## config.mk

```make
export PLATFORM = sky130hd
export DESIGN_NAME = rgb_led_breathing_blink_pattern
export DESIGN_NICKNAME = d
export VERILOG_FILES = /design/src/hw/rtl/rgbp_pkg.sv /design/src/hw/rtl/rgb_led_breathing_blink_pattern.sv /design/src/hw/rtl/rgbp_led_unit.sv
export SDC_FILE = /design/constraint.sdc
export NUM_CORES = 1
export LEC_CHECK = 0
export BUFFER_PORTS_ARGS = -buffer_cell sky130_fd_sc_hd__buf_2
export CORE_MARGIN = 2
export CORE_UTILIZATION = 56
export DETAILED_ROUTE_END_ITERATION = 12
export MAX_ROUTING_LAYER = met4
export PLACE_DENSITY_LB_ADDON = 0.05
export SYNTH_ARGS = -nofsm -noshare
export SYNTH_HDL_FRONTEND = slang
export SYNTH_SLANG_ARGS = --single-unit
export TNS_END_PERCENT = 10
```

## constraint.sdc

```tcl
create_clock -name clock -period 3.7 [get_ports clock]
set_input_delay 0.555 -clock clock [delete_from_list [all_inputs] [get_ports clock]]
set_output_delay 0.555 -clock clock [all_outputs]
set_load 0.02 [all_outputs]
```

## src/hw/rtl/rgbp_pkg.sv

```systemverilog
// Shared types and constants for the two-LED pattern generator.
package rgbp_pkg;

   typedef enum logic [2:0] {
      MODE_OFF          = 3'd0,
      MODE_RED_FADE     = 3'd1,
      MODE_GREEN_FADE   = 3'd2,
      MODE_GREEN_BLINK  = 3'd3,
      MODE_CYAN_FADE    = 3'd4,
      MODE_YELLOW_FADE  = 3'd5,
      MODE_PURPLE_BLINK = 3'd6,
      MODE_BLUE_BLINK   = 3'd7
   } mode_type;

   typedef enum logic [2:0] {
      CSR_FAST_FADE_PERIOD   = 3'd0,
      CSR_SLOW_FADE_PERIOD   = 3'd1,
      CSR_LONG_BLINK_ON      = 3'd2,
      CSR_LONG_BLINK_PERIOD  = 3'd3,
      CSR_SHORT_BLINK_ON     = 3'd4,
      CSR_SHORT_BLINK_PERIOD = 3'd5
   } csr_index_type;

   localparam int CSR_INDEX_WIDTH = 3;
   localparam int CSR_DATA_WIDTH  = 16;
   localparam int FADE_WIDTH      = 8;
   localparam int BLINK_WIDTH     = 16;

   localparam logic [7:0] LEVEL_TOP      = 8'd254;
   localparam logic [7:0] LEVEL_BOTTOM   = 8'd1;
   localparam logic [7:0] BLINK_ON_LEVEL = 8'd254;

   typedef struct packed {
      logic [7:0] red;
      logic [7:0] green;
      logic [7:0] blue;
   } colour_type;

   localparam colour_type BLACK = '{red: 8'd0, green: 8'd0, blue: 8'd0};

   typedef struct packed {
      logic [FADE_WIDTH-1:0]  fast_fade_period;
      logic [FADE_WIDTH-1:0]  slow_fade_period;
      logic [BLINK_WIDTH-1:0] long_blink_on;
      logic [BLINK_WIDTH-1:0] long_blink_period;
      logic [BLINK_WIDTH-1:0] short_blink_on;
      logic [BLINK_WIDTH-1:0] short_blink_period;
   } cfg_type;

   typedef struct packed {
      logic     tick;
      logic     load;
      mode_type mode;
   } led_ctl_type;

endpackage

```

## src/hw/rtl/rgb_led_breathing_blink_pattern.sv

```systemverilog
// Top level of the two-LED breathing and blink pattern generator.
// Usage:
//   req channel: one word per item. tuser is the kind (0 = one millisecond
//   tick, 1 = load new modes); tdata carries the two new modes.
//   rsp channel: one word per accepted request, holding both LED colours.
//   csr channel: write index and data of a configuration register; always
//   ready, writes take effect on the next cycle. Write only while idle.
// Output: the response word of an accepted request is loaded into the
//   output register at the edge that accepts it.
// Throughput: one request per cycle unless a response stalls; all pattern
//   work is one pass of compare and increment logic per LED between state and output regs.
// Stall: while a response waits and rsp_tready is low, req_tready drops;
//   the output register holds the word and no state advances.
// Reset: modes off, counters and levels zero, fade direction rising,
//   colours black, configuration at its defaults; no response is pending.
module rgb_led_breathing_blink_pattern
   import rgbp_pkg::*;
#(
   parameter int TIME_WIDTH = 16
) (
   input  logic                       clock,
   input  logic                       reset,
   input  logic                       req_tvalid,
   output logic                       req_tready,
   input  logic [7:0]                 req_tdata,  // new_mode_first[2:0], new_mode_second[5:3]
   input  logic                       req_tuser,  // kind[0]
   output logic                       rsp_tvalid,
   input  logic                       rsp_tready,
   output logic [47:0]                rsp_tdata,  // first_red, first_green, first_blue,
                                                  // second_red, second_green, second_blue
   input  logic                       csr_valid,
   output logic                       csr_ready,
   input  logic [CSR_INDEX_WIDTH-1:0] csr_index,
   input  logic [CSR_DATA_WIDTH-1:0]  csr_data
);

   cfg_type     cfg_ff;
   logic        rsp_valid_ff;
   logic [47:0] rsp_data_ff;
   logic        req_accept;
   led_ctl_type ctl_first, ctl_second;
   colour_type  colour_first_in, colour_second_in;

   assign csr_ready  = 1'b1;
   assign req_tready = !rsp_valid_ff || rsp_tready;
   assign req_accept = req_tvalid && req_tready;
   assign rsp_tvalid = rsp_valid_ff;
   assign rsp_tdata  = rsp_data_ff;

   always_comb begin
      ctl_first.tick  = req_accept && !req_tuser;
      ctl_first.load  = req_accept && req_tuser;
      ctl_first.mode  = mode_type'(req_tdata[2:0]);
      ctl_second.tick = ctl_first.tick;
      ctl_second.load = ctl_first.load;
      ctl_second.mode = mode_type'(req_tdata[5:3]);
   end

   rgbp_led_unit #(.TIME_WIDTH(TIME_WIDTH)) u_led_first (
      .clock     (clock),
      .reset     (reset),
      .ctl       (ctl_first),
      .cfg       (cfg_ff),
      .colour_in (colour_first_in)
   );

   rgbp_led_unit #(.TIME_WIDTH(TIME_WIDTH)) u_led_second (
      .clock     (clock),
      .reset     (reset),
      .ctl       (ctl_second),
      .cfg       (cfg_ff),
      .colour_in (colour_second_in)
   );

   always_ff @(posedge clock) begin
      if (reset) begin
         cfg_ff.fast_fade_period   <= 8'd1;
         cfg_ff.slow_fade_period   <= 8'd10;
         cfg_ff.long_blink_on      <= 16'd500;
         cfg_ff.long_blink_period  <= 16'd700;
         cfg_ff.short_blink_on     <= 16'd200;
         cfg_ff.short_blink_period <= 16'd300;
      end else if (csr_valid) begin
         unique case (csr_index)
            CSR_FAST_FADE_PERIOD:   cfg_ff.fast_fade_period   <= csr_data[FADE_WIDTH-1:0];
            CSR_SLOW_FADE_PERIOD:   cfg_ff.slow_fade_period   <= csr_data[FADE_WIDTH-1:0];
            CSR_LONG_BLINK_ON:      cfg_ff.long_blink_on      <= csr_data;
            CSR_LONG_BLINK_PERIOD:  cfg_ff.long_blink_period  <= csr_data;
            CSR_SHORT_BLINK_ON:     cfg_ff.short_blink_on     <= csr_data;
            CSR_SHORT_BLINK_PERIOD: cfg_ff.short_blink_period <= csr_data;
            default: ;
         endcase
      end
   end

   always_ff @(posedge clock) begin
      if (reset) begin
         rsp_valid_ff <= 1'b0;
      end else if (req_accept) begin
         rsp_valid_ff <= 1'b1;
      end else if (rsp_tready) begin
         rsp_valid_ff <= 1'b0;
      end
   end

   always_ff @(posedge clock) begin
      if (req_accept) begin
         rsp_data_ff <= {colour_second_in.blue, colour_second_in.green, colour_second_in.red,
                         colour_first_in.blue, colour_first_in.green, colour_first_in.red};
      end
   end

endmodule

```

## src/hw/rtl/rgbp_led_unit.sv

```systemverilog
// Pattern state and next-colour logic for one RGB LED.
module rgbp_led_unit
   import rgbp_pkg::*;
#(
   parameter int TIME_WIDTH = 16
) (
   input  logic        clock,
   input  logic        reset,
   input  led_ctl_type ctl,
   input  cfg_type     cfg,
   output colour_type  colour_in
);

   localparam int CMP_WIDTH = (TIME_WIDTH > BLINK_WIDTH) ? TIME_WIDTH : BLINK_WIDTH;

   mode_type              mode_ff;
   logic [TIME_WIDTH-1:0] elapsed_ff, elapsed_in;
   logic [7:0]            level_ff, level_in;
   logic                  rising_ff, rising_in;
   colour_type            colour_ff;

   logic [TIME_WIDTH-1:0] elapsed_inc;
   logic [CMP_WIDTH-1:0]  elapsed_cmp;
   logic [CMP_WIDTH-1:0]  fade_period;
   logic [CMP_WIDTH-1:0]  blink_on;
   logic [CMP_WIDTH-1:0]  blink_period;
   logic                  fade_go;
   logic                  rising_step;
   logic [7:0]            level_step;
   colour_type            blink_colour;
   colour_type            tick_colour;

   always_comb begin
      elapsed_inc = (&elapsed_ff) ? elapsed_ff : elapsed_ff + 1'b1;
      elapsed_cmp = CMP_WIDTH'(elapsed_inc);

      fade_period = (mode_ff == MODE_RED_FADE) ? CMP_WIDTH'(cfg.fast_fade_period)
                                                : CMP_WIDTH'(cfg.slow_fade_period);
      fade_go     = elapsed_cmp > fade_period;

      priority if (level_ff >= LEVEL_TOP) begin
         rising_step = 1'b0;
      end else if (level_ff <= LEVEL_BOTTOM) begin
         rising_step = 1'b1;
      end else begin
         rising_step = rising_ff;
      end
      level_step = rising_step ? level_ff + 8'd1 : level_ff - 8'd1;

      if (mode_ff == MODE_PURPLE_BLINK) begin
         blink_on     = CMP_WIDTH'(cfg.short_blink_on);
         blink_period = CMP_WIDTH'(cfg.short_blink_period);
         blink_colour = '{red: BLINK_ON_LEVEL, green: 8'd0, blue: BLINK_ON_LEVEL};
      end else begin
         blink_on     = CMP_WIDTH'(cfg.long_blink_on);
         blink_period = CMP_WIDTH'(cfg.long_blink_period);
         blink_colour = (mode_ff == MODE_GREEN_BLINK)
                        ? colour_type'{red: 8'd0, green: BLINK_ON_LEVEL, blue: 8'd0}
                        : colour_type'{red: 8'd0, green: 8'd0, blue: BLINK_ON_LEVEL};
      end

      elapsed_in  = elapsed_inc;
      level_in    = level_ff;
      rising_in   = rising_ff;
      tick_colour = colour_ff;

      unique case (mode_ff)
         MODE_RED_FADE, MODE_GREEN_FADE, MODE_CYAN_FADE, MODE_YELLOW_FADE: begin
            if (fade_go) begin
               elapsed_in = '0;
               level_in   = level_step;
               rising_in  = rising_step;
               unique case (mode_ff)
                  MODE_RED_FADE:   tick_colour = '{red: level_step, green: 8'd0,
                                                   blue: 8'd0};
                  MODE_GREEN_FADE: tick_colour = '{red: 8'd0, green: level_step,
                                                   blue: 8'd0};
                  MODE_CYAN_FADE:  tick_colour = '{red: 8'd0, green: level_step,
                                                   blue: level_step};
                  default:         tick_colour = '{red: level_step, green: level_step,
                                                   blue: 8'd0};
               endcase
            end
         end
         MODE_GREEN_BLINK, MODE_PURPLE_BLINK, MODE_BLUE_BLINK: begin
            if (elapsed_cmp < blink_on) begin
               tick_colour = blink_colour;
            end
            if (elapsed_cmp > blink_on && elapsed_cmp < blink_period) begin
               tick_colour = BLACK;
            end
            if (elapsed_cmp > blink_period) begin
               elapsed_in = '0;
            end
         end
         MODE_OFF: begin
            tick_colour = BLACK;
         end
      endcase

      colour_in = ctl.tick ? tick_colour : colour_ff;
   end

   always_ff @(posedge clock) begin
      if (reset) begin
         mode_ff    <= MODE_OFF;
         elapsed_ff <= '0;
         level_ff   <= '0;
         rising_ff  <= 1'b1;
         colour_ff  <= BLACK;
      end else begin
         if (ctl.load) begin
            mode_ff <= ctl.mode;
         end
         if (ctl.tick) begin
            elapsed_ff <= elapsed_in;
            level_ff   <= level_in;
            rising_ff  <= rising_in;
            colour_ff  <= tick_colour;
         end
      end
   end

endmodule

```

==> results.json <==
{
  "run_status": "complete, but fails checks",
  "violations": "setup timing",
  "drt-pass1-iter-count": 6,
  "layout.nets": 1971,
  "post-route-period-util_pct": 104,
  "hold_path.class": "in2reg",
  "tightest_slew_ps": 869,
  "crit_family": "simple AND/OR/NAND/NOR gates",
  "synth.most_common_cell": "nand2_1",
  "root_buffer": "clkbuf_16",
  "post-route-min-period_ps": 3830,
  "seq_area_frac_synth_pct": 37.1,
  "grt_pass1_vias": 12700,
  "clk_pin_slew_worst_paths_ps": 60,
  "hpwl_um": 28300,
  "holdCritStartpoint": "req_tvalid",
  "layout-drive-gt1-share_pct": 29.4,
  "synth_common_cells": "nand2_1 (251), dfxtp_1 (185), a21oi_1 (126), nor2_1 (118), mux2i_1 (96)",
  "cts_buffers": 26,
  "cp-start-kind": "flip-flop",
  "setup_slack_ps": -132,
  "synthCells": 1623,
  "crit_path_max_incr_delay_ps": 340,
  "synth_flop_cell": "dfxtp_1",
  "async_flop_share_pct": 0,
  "rsz0062_at_grt": "yes",
  "wl_um": 40700,
  "placementRows": 57,
  "area_growth_pct": 29.6,
  "yosys_warnings": 0,
  "setup_violations": 76,
  "crit_top_cell": "or2_2",
  "yosys-top-cells-area": "dfxtp_1 (27%), edfxtp_1 (10%), ha_1 (7.2%), mux2i_1 (6.9%), nand2_1 (6.8%)",
  "fin_area_um2": 18000,
  "die_area_um2": 26000,
  "final_max_slew_viol_count": 0,
  "hold_end": "rsp_tvalid",
  "leakage_nw": 7.80,
  "timing.rr.start": "u_led_first.elapsed_ff[14]",
  "hold_path_depth": 3,
  "pwr_density_cell_nw_per_um2": 345,
  "reg2reg_depth": 17,
  "clk_latency_ps": 540,
  "cts_htree_levels": 1,
  "cap_violations": 0,
  "synth_edf_count": 48,
  "setup_tns_ps": -4140,
  "multi_input_area_um2": 9080,
  "fp.dieW_um": 161,
  "synth_nets": 1736,
  "final_cells": 2202,
  "hold_viol_final": 0,
  "worstPathRequired_ps": 3980,
  "cts_tree": "yes",
  "fillers": 1859,
  "ir_worst_vdd_v": 0.000298,
  "post_dp_cell_area_um2": 15800,
  "maxSlewHeadroom_pct": 42.0,
  "io_buffers": 80,
  "grt_max_degree": 69,
  "grt_pass1_wl_um": 64600,
  "synth_largest_area_cell": "dfxtp_1",
  "regToRegEndpoint": "rsp_tdata[14]",
  "synth-seq-cells": 233,
  "preCtsSetupSlack_ps": -249,
  "routedWlPerCell_um": 18.5,
  "start_util_pct": 57.0,
  "gp_congestion": 0.942,
  "crit_arrival_ps": 4110,
  "antenna_found_initial": 0,
  "cts_buffer_depth": 3,
  "yosys.cell_types.count": 90,
  "core_area_um2": 24300,
  "diodes": 0,
  "clock.fmax_mhz": 261,
  "vias_per_cell": 5.99,
  "route.vias.total": 13200,
  "synth_top_area_share_pct": 26.7,
  "finish.utilization_pct": 73.9,
  "synth.avg_cell_area_um2": 8.54,
  "register_area_um2": 5170,
  "die_h_um": 161,
  "cts_hold_buf": 0,
  "synth.cell_area_um2": 13900,
  "overflow": 0,
  "rrSetupSlack_ps": -130,
  "drtIter0Drc": 977,
  "crit_fanout": 28,
  "grt_usage_pct": 31.4,
  "critPathKind": "reg2reg",
  "cp_slowest_cell": "dfxtp_1",
  "io-pin-count": 84,
  "antenna_left": 0,
  "finClkSkew_ps": 17.9,
  "drc": 0,
  "critical_path.cell_chain": "nand3_2 -> or2_2 -> nor3_2 -> nor2_1 -> and4_1 -> xor2_2 -> buf_4 -> ha_1 -> nand4_1 -> or2_2 -> o21ai_2 -> and4b_1 -> buf_12 -> mux2i_1 -> o21ai_0 -> a21oi_1 -> a31oi_1",
  "end_kind": "flip-flop",
  "worst-path-buf-inv": 2,
  "cts_sinks": 233,
  "dp.cells": 2122
}
stage by stage:
step | hold WS [ps] | total power [W]
2_1_floorplan | 438 | 0.00314
3_3_place_gp | 449 | 0.00336
3_5_place_dp | 453 | 0.00338
4_1_cts | 243 | 0.00619
5_1_grt | 277 | 0.00640
6_report | 258 | 0.00620
tightest hold or removal path, delay by kind of cell:
| family | cells | cell delay, ps |
|---|---|---|
| buffers and inverters | 2 | 140 |
| AOI/OAI and AO/OA | 1 | 50 |
power breakdown:
part | switching [W] | leakage (nW) | total, W | internal (W)
Combinational | 0.000423 | 5.34 | 0.000684 | 0.000261
Clock | 0.00109 | 0.470 | 0.00279 | 0.00170
Sequential | 0.0000464 | 1.99 | 0.00273 | 0.00268
Total | 0.00156 | 7.80 | 0.00620 | 0.00464
layout by cell type, fill, tap and decap left out, drive strengths merged, types with 14 or more instances in the layout:
master / count
nand2b: 18
ha: 80
clkbuf: 35
edfxtp: 48
a22o: 14
buf: 307
mux2: 14
mux2i: 96
a21o: 16
inv: 27
nand4: 26
xor2: 18
or3: 19
nor2: 118
o21ai: 69
xnor2: 24
and2: 21
a21oi: 126
nand3: 55
dfxtp: 185
nor3: 59
a22oi: 24
nand2: 251
and3: 15
layer usage:
| metal | up-vias | GRT usage (%) | routed length [µm] |
|---|---|---|---|
| met5 | - | - | 0 |
| met4 | 0 | 13.1 | 1600 |
| met3 | 86 | 3.88 | 2440 |
| met2 | 450 | 50.4 | 19000 |
| met1 | 6282 | 40.3 | 17600 |
| li1 | 6382 | - | - |
logic make-up (layout without fill, tap and decap cells):
kind of cell | Yosys count | count (layout) | share of synthesized area (%)
other | 1 | 1 | 0.0271
AO/OA/AOI/OAI | 378 | 379 | 18.2
buffers and inverters | 128 | 382 | 3.95
adder cells (fa/ha/maj) | 82 | 82 | 7.38
XOR/XNOR | 43 | 43 | 2.82
AND/OR/NAND/NOR | 648 | 648 | 22.4
multiplexers | 110 | 110 | 8.07
flip-flops | 233 | 233 | 37.1
area by class of cell:
cell class              instances  share of cell area, %
inverters                      27                  0.564
clock buffers                  35                   4.39
well taps                     324                   2.26
repair buffers                307                   12.6
multi-input cells            1263                   50.5
clock inverters                13                  0.822
flip-flops and latches        233                   28.8
sequential cells by signal (all words and copies together) (netlist names):
register	flops
cfg_ff	80
rsp_tdata	48
u_led_first.colour_ff	24
u_led_second.colour_ff	24
u_led_first.elapsed_ff	16
u_led_second.elapsed_ff	16
u_led_first.level_ff	8
u_led_second.level_ff	8
u_led_first.mode_ff	3
u_led_second.mode_ff	3
rsp_tvalid	1
u_led_first.rising_ff	1
u_led_second.rising_ff	1
worst max-delay path by stage:
stage	start	end	slack, ps	cells after the start
after floorplan	u_led_first.elapsed_ff[13]	rsp_tdata[19]	-20	16
after global placement	u_led_first.elapsed_ff[14]	rsp_tdata[7]	-210	17
after detailed placement	u_led_first.elapsed_ff[13]	rsp_tdata[7]	-250	17
after CTS	u_led_first.elapsed_ff[7]	u_led_first.colour_ff[23]	-50	16
after global routing	u_led_first.elapsed_ff[1]	u_led_first.colour_ff[3]	-330	14
final	u_led_first.elapsed_ff[14]	rsp_tdata[14]	-130	17
what timing repair did:
action,4_1_cts,5_1_grt
resized for setup,136,89
endpoints found under the setup margin,138,144
gates cloned,1,1
pin swaps,55,57
buffers inserted,24,7
Note: power is estimated with default switching activity, not from simulation.
